File: src/hw/rtl/assert_macros.svh
// assertion macros shared by the list table engine rtl
// expects clk and arst_n in the scope of each use
`ifndef ASSERT_MACROS_SVH
`define ASSERT_MACROS_SVH

// property that must hold on every clock edge outside reset
`define CLTE_ASSERT(label, prop, msg) \
	label: assert property (@(posedge clk) disable iff (!arst_n) (prop)) else $error(msg);

// consequent that must hold in the cycle after the antecedent
`define CLTE_ASSERT_NEXT(label, ante, cons, msg) \
	label: assert property (@(posedge clk) disable iff (!arst_n) (ante) |=> (cons)) \
		else $error(msg);

`endif

File: src/hw/rtl/clte_pkg.sv
// types, codes and widths of the compact list table engine
// no dependencies
`timescale 1ns / 1ps

package clte_pkg;

	localparam int OP_W      = 3;
	localparam int VAL_W     = 32;
	localparam int POS_W     = 7;
	localparam int ST_W      = 3;
	localparam int IDX_W     = 7;
	localparam int CNT_OUT_W = 7;
	localparam int DEPTH_DEF = 64;

	typedef enum logic [OP_W-1:0] {
		OP_APPEND = 3'd0,
		OP_READ   = 3'd1,
		OP_SEARCH = 3'd2,
		OP_UPDATE = 3'd3,
		OP_DELETE = 3'd4
	} op_t;

	typedef enum logic [ST_W-1:0] {
		ST_DONE     = 3'd0,
		ST_EMPTY    = 3'd1,
		ST_FOUND    = 3'd2,
		ST_NOTFOUND = 3'd3,
		ST_INVALID  = 3'd4,
		ST_FULL     = 3'd5
	} status_t;

	typedef enum logic [2:0] {
		S_IDLE,
		S_EXEC,
		S_READ,
		S_SEARCH,
		S_SHIFT
	} state_t;

	typedef enum logic [1:0] {
		RES_PLAIN,
		RES_WORD,
		RES_HIT
	} res_kind_t;

	typedef struct packed {
		logic      load;
		logic      append_wr;
		logic      update_wr;
		logic      shift_wr;
		logic      count_dec;
		logic      ptr_clr;
		logic      ptr_pos;
		logic      read_en;
		logic      emit;
		status_t   status;
		res_kind_t kind;
	} ctrl_cmd_t;

	typedef struct packed {
		op_t  op;
		logic full;
		logic cnt_zero;
		logic pos_ok;
		logic ptr_lt;
		logic valid_s1;
		logic hit_s1;
	} dp_stat_t;

endpackage

File: src/hw/rtl/clte_ctrl.sv
// controller state machine of the compact list table engine
// depends on clte_pkg and assert_macros.svh
`timescale 1ns / 1ps
`include "assert_macros.svh"

module clte_ctrl (
	input  logic                 clk,
	input  logic                 arst_n,
	input  logic                 start,
	output logic                 busy,
	input  clte_pkg::dp_stat_t   stat,
	output clte_pkg::ctrl_cmd_t  cmd
);

	clte_pkg::state_t state_q;
	clte_pkg::state_t state_d;
	logic             walk_done;

	assign walk_done = !stat.ptr_lt && !stat.valid_s1;
	assign busy      = (state_q != clte_pkg::S_IDLE);

	always_ff @(posedge clk or negedge arst_n) begin
		if (!arst_n) begin
			state_q <= clte_pkg::S_IDLE;
		end else begin
			state_q <= state_d;
		end
	end

	always_comb begin
		state_d = state_q;
		case (state_q)
			clte_pkg::S_IDLE: begin
				if (start) begin
					state_d = clte_pkg::S_EXEC;
				end
			end
			clte_pkg::S_EXEC: begin
				case (stat.op)
					clte_pkg::OP_READ: begin
						state_d = stat.cnt_zero ? clte_pkg::S_IDLE : clte_pkg::S_READ;
					end
					clte_pkg::OP_SEARCH: begin
						state_d = clte_pkg::S_SEARCH;
					end
					clte_pkg::OP_DELETE: begin
						state_d = stat.pos_ok ? clte_pkg::S_SHIFT : clte_pkg::S_IDLE;
					end
					default: begin
						state_d = clte_pkg::S_IDLE;
					end
				endcase
			end
			clte_pkg::S_READ, clte_pkg::S_SHIFT: begin
				if (walk_done) begin
					state_d = clte_pkg::S_IDLE;
				end
			end
			clte_pkg::S_SEARCH: begin
				if (stat.hit_s1 || walk_done) begin
					state_d = clte_pkg::S_IDLE;
				end
			end
			default: begin
				state_d = clte_pkg::S_IDLE;
			end
		endcase
	end

	always_comb begin
		cmd        = '0;
		cmd.status = clte_pkg::ST_DONE;
		cmd.kind   = clte_pkg::RES_PLAIN;
		case (state_q)
			clte_pkg::S_IDLE: begin
				cmd.load = start;
			end
			clte_pkg::S_EXEC: begin
				case (stat.op)
					clte_pkg::OP_APPEND: begin
						cmd.emit = 1'b1;
						if (stat.full) begin
							cmd.status = clte_pkg::ST_FULL;
						end else begin
							cmd.append_wr = 1'b1;
						end
					end
					clte_pkg::OP_READ: begin
						if (stat.cnt_zero) begin
							cmd.emit   = 1'b1;
							cmd.status = clte_pkg::ST_EMPTY;
						end else begin
							cmd.ptr_clr = 1'b1;
						end
					end
					clte_pkg::OP_SEARCH: begin
						cmd.ptr_clr = 1'b1;
					end
					clte_pkg::OP_UPDATE: begin
						cmd.emit = 1'b1;
						if (stat.pos_ok) begin
							cmd.update_wr = 1'b1;
						end else begin
							cmd.status = clte_pkg::ST_INVALID;
						end
					end
					clte_pkg::OP_DELETE: begin
						if (stat.pos_ok) begin
							cmd.ptr_pos = 1'b1;
						end else begin
							cmd.emit   = 1'b1;
							cmd.status = clte_pkg::ST_INVALID;
						end
					end
					default: begin
						cmd.emit   = 1'b1;
						cmd.status = clte_pkg::ST_INVALID;
					end
				endcase
			end
			clte_pkg::S_READ: begin
				cmd.read_en = stat.ptr_lt;
				cmd.emit    = stat.valid_s1;
				cmd.kind    = clte_pkg::RES_WORD;
			end
			clte_pkg::S_SEARCH: begin
				cmd.read_en = stat.ptr_lt && !stat.hit_s1;
				if (stat.hit_s1) begin
					cmd.emit   = 1'b1;
					cmd.status = clte_pkg::ST_FOUND;
					cmd.kind   = clte_pkg::RES_HIT;
				end else if (walk_done) begin
					cmd.emit   = 1'b1;
					cmd.status = clte_pkg::ST_NOTFOUND;
				end
			end
			clte_pkg::S_SHIFT: begin
				cmd.read_en  = stat.ptr_lt;
				cmd.shift_wr = stat.valid_s1;
				if (walk_done) begin
					cmd.count_dec = 1'b1;
					cmd.emit      = 1'b1;
				end
			end
			default: begin
				cmd.emit = 1'b0;
			end
		endcase
	end

	`CLTE_ASSERT(a_idle_no_read, (state_q != clte_pkg::S_IDLE) || !cmd.read_en, "read issued while idle")
	`CLTE_ASSERT_NEXT(a_single_ends, cmd.emit && (cmd.kind != clte_pkg::RES_WORD), state_q == clte_pkg::S_IDLE, "single result did not end the transaction")
	`CLTE_ASSERT(a_write_excl, !(cmd.shift_wr && (cmd.append_wr || cmd.update_wr)), "two writes at once")

endmodule

File: src/hw/rtl/clte_datapath.sv
// datapath of the compact list table engine: word memory, count, walk pointer, results
// depends on clte_pkg and assert_macros.svh
`timescale 1ns / 1ps
`include "assert_macros.svh"

module clte_datapath #(
	parameter int DEPTH = clte_pkg::DEPTH_DEF
) (
	input  logic                                clk,
	input  logic                                arst_n,
	input  clte_pkg::ctrl_cmd_t                 cmd,
	output clte_pkg::dp_stat_t                  stat,
	input  logic [clte_pkg::OP_W-1:0]           operation,
	input  logic signed [clte_pkg::VAL_W-1:0]   value,
	input  logic [clte_pkg::POS_W-1:0]          position,
	output logic                                result_valid,
	output logic [clte_pkg::ST_W-1:0]           status,
	output logic signed [clte_pkg::VAL_W-1:0]   data,
	output logic [clte_pkg::IDX_W-1:0]          index,
	output logic [clte_pkg::CNT_OUT_W-1:0]      count,
	output logic                                last
);

	localparam int CNT_W = $clog2(DEPTH + 1);
	localparam int AW    = (DEPTH > 1) ? $clog2(DEPTH) : 1;
	localparam int CMP_W = (CNT_W > clte_pkg::POS_W) ? CNT_W : clte_pkg::POS_W;

	logic [clte_pkg::VAL_W-1:0] mem [DEPTH];

	clte_pkg::op_t              op_q;
	logic [clte_pkg::VAL_W-1:0] value_q;
	logic [clte_pkg::POS_W-1:0] pos_q;
	logic [CNT_W-1:0]           count_q;
	logic [CNT_W-1:0]           ptr_q;

	logic                       valid_s1;
	logic [AW-1:0]              addr_s1;
	logic [clte_pkg::VAL_W-1:0] rdata_s1;

	logic                       res_valid_q;
	clte_pkg::status_t          status_q;
	logic [clte_pkg::VAL_W-1:0] data_q;
	logic [clte_pkg::IDX_W-1:0] index_q;
	logic                       last_q;

	logic [CMP_W-1:0]           pos_ext;
	logic [CMP_W-1:0]           count_ext;
	logic [CMP_W-1:0]           idx_ext;
	logic                       word_last;
	logic                       wr_en;
	logic [AW-1:0]              wr_addr;
	logic [clte_pkg::VAL_W-1:0] wr_data;

	assign pos_ext   = CMP_W'(pos_q);
	assign count_ext = CMP_W'(count_q);
	assign idx_ext   = CMP_W'(addr_s1) + CMP_W'(1);
	assign word_last = (CNT_W'(addr_s1) + CNT_W'(1)) == count_q;

	assign stat.op       = op_q;
	assign stat.full     = (count_q == CNT_W'(DEPTH));
	assign stat.cnt_zero = (count_q == '0);
	assign stat.pos_ok   = (pos_ext != '0) && (pos_ext <= count_ext);
	assign stat.ptr_lt   = (ptr_q < count_q);
	assign stat.valid_s1 = valid_s1;
	assign stat.hit_s1   = valid_s1 && (rdata_s1 == value_q);

	// input fields of the accepted transaction
	always_ff @(posedge clk) begin
		if (cmd.load) begin
			op_q    <= clte_pkg::op_t'(operation);
			value_q <= value;
			pos_q   <= position;
		end
	end

	always_ff @(posedge clk or negedge arst_n) begin
		if (!arst_n) begin
			count_q <= '0;
		end else if (cmd.append_wr) begin
			count_q <= count_q + CNT_W'(1);
		end else if (cmd.count_dec) begin
			count_q <= count_q - CNT_W'(1);
		end
	end

	always_ff @(posedge clk) begin
		if (cmd.ptr_clr) begin
			ptr_q <= '0;
		end else if (cmd.ptr_pos) begin
			ptr_q <= CNT_W'(pos_ext);
		end else if (cmd.read_en) begin
			ptr_q <= ptr_q + CNT_W'(1);
		end
	end

	// write port
	always_comb begin
		wr_en   = 1'b0;
		wr_addr = count_q[AW-1:0];
		wr_data = value_q;
		if (cmd.shift_wr) begin
			wr_en   = 1'b1;
			wr_addr = addr_s1 - AW'(1);
			wr_data = rdata_s1;
		end else if (cmd.update_wr) begin
			wr_en   = 1'b1;
			wr_addr = AW'(pos_ext - CMP_W'(1));
		end else if (cmd.append_wr) begin
			wr_en = 1'b1;
		end
	end

	always_ff @(posedge clk) begin
		if (wr_en) begin
			mem[wr_addr] <= wr_data;
		end
	end

	// registered read port
	always_ff @(posedge clk) begin
		if (cmd.read_en) begin
			rdata_s1 <= mem[ptr_q[AW-1:0]];
			addr_s1  <= ptr_q[AW-1:0];
		end
	end

	always_ff @(posedge clk or negedge arst_n) begin
		if (!arst_n) begin
			valid_s1 <= 1'b0;
		end else begin
			valid_s1 <= cmd.read_en;
		end
	end

	// result register
	always_ff @(posedge clk or negedge arst_n) begin
		if (!arst_n) begin
			res_valid_q <= 1'b0;
		end else begin
			res_valid_q <= cmd.emit;
		end
	end

	always_ff @(posedge clk) begin
		if (cmd.emit) begin
			status_q <= cmd.status;
			case (cmd.kind)
				clte_pkg::RES_WORD: begin
					data_q  <= rdata_s1;
					index_q <= idx_ext[clte_pkg::IDX_W-1:0];
					last_q  <= word_last;
				end
				clte_pkg::RES_HIT: begin
					data_q  <= '0;
					index_q <= idx_ext[clte_pkg::IDX_W-1:0];
					last_q  <= 1'b1;
				end
				default: begin
					data_q  <= '0;
					index_q <= '0;
					last_q  <= 1'b1;
				end
			endcase
		end
	end

	assign result_valid = res_valid_q;
	assign status       = status_q;
	assign data         = data_q;
	assign index        = index_q;
	assign last         = last_q;
	assign count        = count_ext[clte_pkg::CNT_OUT_W-1:0];

	`CLTE_ASSERT(a_count_range, count_q <= CNT_W'(DEPTH), "word count above depth")
	`CLTE_ASSERT(a_read_in_list, !valid_s1 || (CNT_W'(addr_s1) < count_q), "read beyond stored words")
	`CLTE_ASSERT_NEXT(a_full_holds, cmd.emit && (cmd.status == clte_pkg::ST_FULL), $stable(count_q), "append when full changed the count")

endmodule

File: src/hw/rtl/compact_list_table_engine.sv
// top level of the compact list table engine
// depends on clte_pkg, clte_ctrl and clte_datapath
`timescale 1ns / 1ps

// Keeps a packed list of up to DEPTH signed 32-bit words and a word count.
// Command channel: a transaction is taken at a clock edge with start high and
// busy low; operation, value and position are sampled there. busy stays high
// until the controller returns to idle, and one transaction runs at a time.
// Result channel: result_valid is high for one cycle per result with status,
// data, index, count and last; the receiver takes it in that cycle and has no
// way to hold it off. last marks the final result of a transaction.
// Append, update, invalid codes and reads of an empty list give a single
// result from the execute state. Read out issues one memory read a cycle
// and gives one word each cycle through the registered read port. Search
// walks one word a cycle through the registered memory read port and stops
// at the first hit or at the end of the list. Delete moves one word a cycle
// (read then write back one slot lower), then lowers the count.
// Reset clears the count, the controller and the result strobe; the word
// memory is not cleared, as only stored positions are ever read.
module compact_list_table_engine #(
	parameter int DEPTH = clte_pkg::DEPTH_DEF
) (
	input  logic                                clk,
	input  logic                                arst_n,
	input  logic                                start,
	output logic                                busy,
	input  logic [clte_pkg::OP_W-1:0]           operation,
	input  logic signed [clte_pkg::VAL_W-1:0]   value,
	input  logic [clte_pkg::POS_W-1:0]          position,
	output logic                                result_valid,
	output logic [clte_pkg::ST_W-1:0]           status,
	output logic signed [clte_pkg::VAL_W-1:0]   data,
	output logic [clte_pkg::IDX_W-1:0]          index,
	output logic [clte_pkg::CNT_OUT_W-1:0]      count,
	output logic                                last
);

	clte_pkg::ctrl_cmd_t cmd;
	clte_pkg::dp_stat_t  stat;

	clte_ctrl u_ctrl (
		.clk    (clk),
		.arst_n (arst_n),
		.start  (start),
		.busy   (busy),
		.stat   (stat),
		.cmd    (cmd)
	);

	clte_datapath #(
		.DEPTH (DEPTH)
	) u_datapath (
		.clk          (clk),
		.arst_n       (arst_n),
		.cmd          (cmd),
		.stat         (stat),
		.operation    (operation),
		.value        (value),
		.position     (position),
		.result_valid (result_valid),
		.status       (status),
		.data         (data),
		.index        (index),
		.count        (count),
		.last         (last)
	);

endmodule

File: config.mk
export PLATFORM = sky130hd
export DESIGN_NAME = compact_list_table_engine
export DESIGN_NICKNAME = d
export VERILOG_FILES = /design/src/hw/rtl/clte_pkg.sv /design/src/hw/rtl/clte_ctrl.sv /design/src/hw/rtl/clte_datapath.sv /design/src/hw/rtl/compact_list_table_engine.sv
export VERILOG_INCLUDE_DIRS = /design/src /design/src/hw/rtl
export SDC_FILE = /design/constraint.sdc
export NUM_CORES = 2
export LEC_CHECK = 0
export BUFFER_PORTS_ARGS = -buffer_cell sky130_fd_sc_hd__buf_2
export CAP_MARGIN = 10
export CORE_UTILIZATION = 60
export DETAILED_ROUTE_END_ITERATION = 7
export PLACE_DENSITY = 0.76
export RECOVER_POWER = 25
export SLEW_MARGIN = 20
export SYNTH_ARGS = -nofsm -noshare
export SYNTH_HDL_FRONTEND = slang
export SYNTH_HIERARCHICAL = 1
export SYNTH_SLANG_ARGS = --single-unit
File: constraint.sdc
create_clock -name clk -period 5.5 [get_ports clk]
set_clock_uncertainty 0.15 [all_clocks]
set_input_delay 0.275 -clock clk [delete_from_list [all_inputs] [get_ports clk]]
set_output_delay 0.275 -clock clk [all_outputs]
set_load 0.03 [all_outputs]
==> metrics.md <==
| Metric | Value |
|---|---|
| Detailed-route DRC error count | `3` |
| Max clock buf depth | `3` |
| Yosys warns | `6` |
| Slew headroom | `-0.938` |
| Top cell type by total area after synthesis | `edfxtp_1` |
| Initial antenna violation count | `16` |
| Setup TNS Final | `0 ns` |
| Initial core utilization | `0.606` |
| Die width | `roughly 380 um` |
| Leak pwr | `29.5 nW` |
| Share of layout cells above drive strength 1 | `0.275` |
| Final core utilization | `0.685` |
| Mapped Area | `84700 um2` |
| Worst VDD drop | `roughly 350 uV` |
| Critical Path AT | `around 5.2 ns` |
| Pwr Total | `roughly 49 mW` |
| Slowest cell on crit path | `mux2_1` |
| TritonCTS sink count | `between 2000 and 2500` |
| Clock root cell | `clkbuf_16` |
| Synthesis-stage register bit count | `about 2200` |
| EDFF count, synth | `2171` |
| Most common cell in the netlist | `edfxtp_1` |
| CP Data Required Time | `between 5 and 6 ns` |
| Violated checks | `DRC, capacitance limit, slew limit` |
| Avg Vias per Cell | `6.95` |
| DR iter-0 viols | `roughly 7200` |
| WL/cell | `roughly 37 um` |
| Syn Nets | `between 3000 and 4000` |
| CP Class | `register to register` |
| Final Cell Area | `95800 um2` |
| Minimum clock period | `approximately 5.2 ns` |
| Area grow syn2layout | `13.0%` |
| Via count | `between 40000 and 50000` |
| Outcome | `complete, but fails checks` |
| HP Class | `primary input to register` |
| Core ar. | `roughly 140000 um2` |
| Crit path cell chain | `nor3b_1 > and2_2 > clkbuf_1 > mux2_1` |
| Crit share post-route | `0.943` |
| Nets | `between 4000 and 5000` |
| Worst-path fanout max | `64` |
| Delay-heaviest family, CP | `multiplexers` |
| Worst slew pin tran | `2.91 ns` |
| Pre-CTS WS | `0.632 ns` |
| Slew Viols, Final | `roughly 1400` |
| Register-to-register setup slack | `about 0.31 ns` |
| Post-CTS Setup Bufs | `0` |
| Synth unique cells | `62` |
| CTS-repair resized insts | `0` |
| Port-buffer cells | `between 90 and 100` |
| Worst hold slack | `0.0320 ns` |
| Buf+Inv Stages, Crit Path | `1` |
| Unrepaired setup endpoints after global routing | `no` |
| Vias in the first global route | `approximately 41000` |
| Fmax | `0.193 GHz` |
| Fraction of the yosys area taken by sequential cells | `0.775` |
| Die ar. | `approximately 140000 um2` |
| Total CTS buffers | `around 210` |
| Clk_lat worst skew | `0.84 ns` |
| Ports | `slightly below 100` |
| CTS tree | `yes` |
| Setup crit end kind | `register` |
| Non-Filler Instances | `between 6000 and 7000` |
| First-pass GRT wire length | `315 mm` |
| Synth Area per Inst | `~23 um2` |
| Most frequent cells after synthesis | `edfxtp_1 (2171), mux4_2 (580), nor2_1 (122), buf_2 (83), mux2i_1 (81)` |
| Register area | `between 60000 and 70000 um2` |
| CP peak stage delay | `around 2.2 ns` |
| Antenna Nets Post-Route | `0` |
| WL final | `between 200 and 250 mm` |
| Fin. Hold Viols | `0` |
| Yosys top cell area share | `0.769` |
| Largest net degree at the start of global routing | `74` |
| Row cnt | `137` |
| Htree depth | `4` |
| Gr ovfl total | `0` |
| Filler cell count | `slightly above 8000` |
| Placer Congestion | `approximately 0.91` |
| First drt pass iteration count | `8` |
| Worst setup margin | `0.311 ns` |
| DP Cell Count | `~5600` |
| Dominant synthesized flop cell | `edfxtp_1` |
| Power Density | `between 500 and 600 nW/um2` |
| Ys async rst share | `0.00548` |
| Type of origin of the critical path | `register` |
| Multi-input logic area | `between 15000 and 20000 um2` |
| Placed inst area | `between 80000 and 90000 um2` |
| Synthesized netlist cell count | `about 3700` |
| Max-Cap Viols | `25` |
| CTS clock-pin slew for the worst setup and hold paths | `~0.070 ns` |
| Synth top area cells | `edfxtp_1 (77%), mux4_2 (15%), mux2i_1 (0.96%), mux2_2 (0.76%), nor2_1 (0.54%)` |
| Final setup viols | `0` |
| Chip height | `around 380 um` |
| Gr usage total | `0.321` |
| DP Wirelength | `approximately 130 mm` |
## power breakdown
part,internal (mW),switching [mW],leakage (nW)
clock,7.68,6.07,3.12
sequential,19.9,0.739,19.8
combinational,5.37,8.86,6.63
## worst register-to-register path, cell delays in order, from the launching register on
cell,delay [ns]
dfrtp_1,0.53
nor3b_1,0.42
and2_2,0.23
clkbuf_1,0.89
mux2_1,2.25
## path summary, 6_finish.rpt
path / start / to / depth (start not counted)
setup / recovery: u_ctrl/state_q[0] / u_datapath/mem[43][31] / 4
hold / removal: value[2] / u_datapath/value_q[2] / 2
setup reg to reg: u_ctrl/state_q[0] / u_datapath/mem[43][31] / 4
hold reg to reg: u_datapath/count[4] / u_datapath/count[4] / 2
max in group asynchronous: arst_n / u_datapath/count[3] / 3
min in group asynchronous: arst_n / u_datapath/result_valid / 3
## cells in the final DEF, fill, tap and decap left out, types with 36 or more instances in the layout
cell type / instances
clkbuf_1: 135
xnor2_1: 40
mux2i_1: 81
o22ai_1: 39
edfxtp_1: 2171
a21oi_1: 36
buf_4: 106
buf_12: 38
clkinv_1: 40
and2_1: 37
nor2_1: 58
clkbuf_16: 211
nor2_4: 64
nand2_1: 42
mux4_2: 580
dlygate4sd3_1: 68
mux2_2: 42
## kinds of logic after synthesis
group | count (synthesis) | share of synthesized area
AND/OR/NAND/NOR | 294 | 0.0169
buffers and inverters | 208 | 0.0117
adder cells (fa/ha/maj) | 25 | 0.00375
flip-flops | 2190 | 0.775
XOR/XNOR | 59 | 0.00610
AO/OA/AOI/OAI | 197 | 0.0157
multiplexers | 718 | 0.171
## routing by layer
metal  GRT usage  vias to the layer above  share of wire
met5           0                        -        0.00034
met3      0.0727                      596           0.13
met4       0.135                       12          0.055
li1            -                    16300              -
met1       0.451                    22000           0.35
met2       0.495                     3252           0.47
## cell type report
class                           count  area share
Clock buffer                      274      0.0576
Inverter                           21    0.000823
Antenna cell                        1   0.0000261
Clock inverter                     96     0.00929
Tap cell                         1876      0.0245
Sequential cell                  2190       0.685
Timing Repair Buffer              315      0.0278
Multi-Input combinational cell   1293       0.195
## registers in the layout, indices dropped and copies added (netlist names), 7 cells and up
signal	count
u_datapath/value_q	32
u_datapath/pos_ext	7
u_datapath/index	7
u_datapath/rdata_s1	32
u_datapath/count	7
u_datapath/ptr_q	7
u_datapath/mem	2048
u_datapath/data	32
## what timing repair did
item                                    in CTS  in global routing
endpoints found under the hold margin       73                  0
hold buffers                                68                  0
endpoints found under the setup margin       0                  0
No activity file was read; power rests on OpenSTA's default activity.
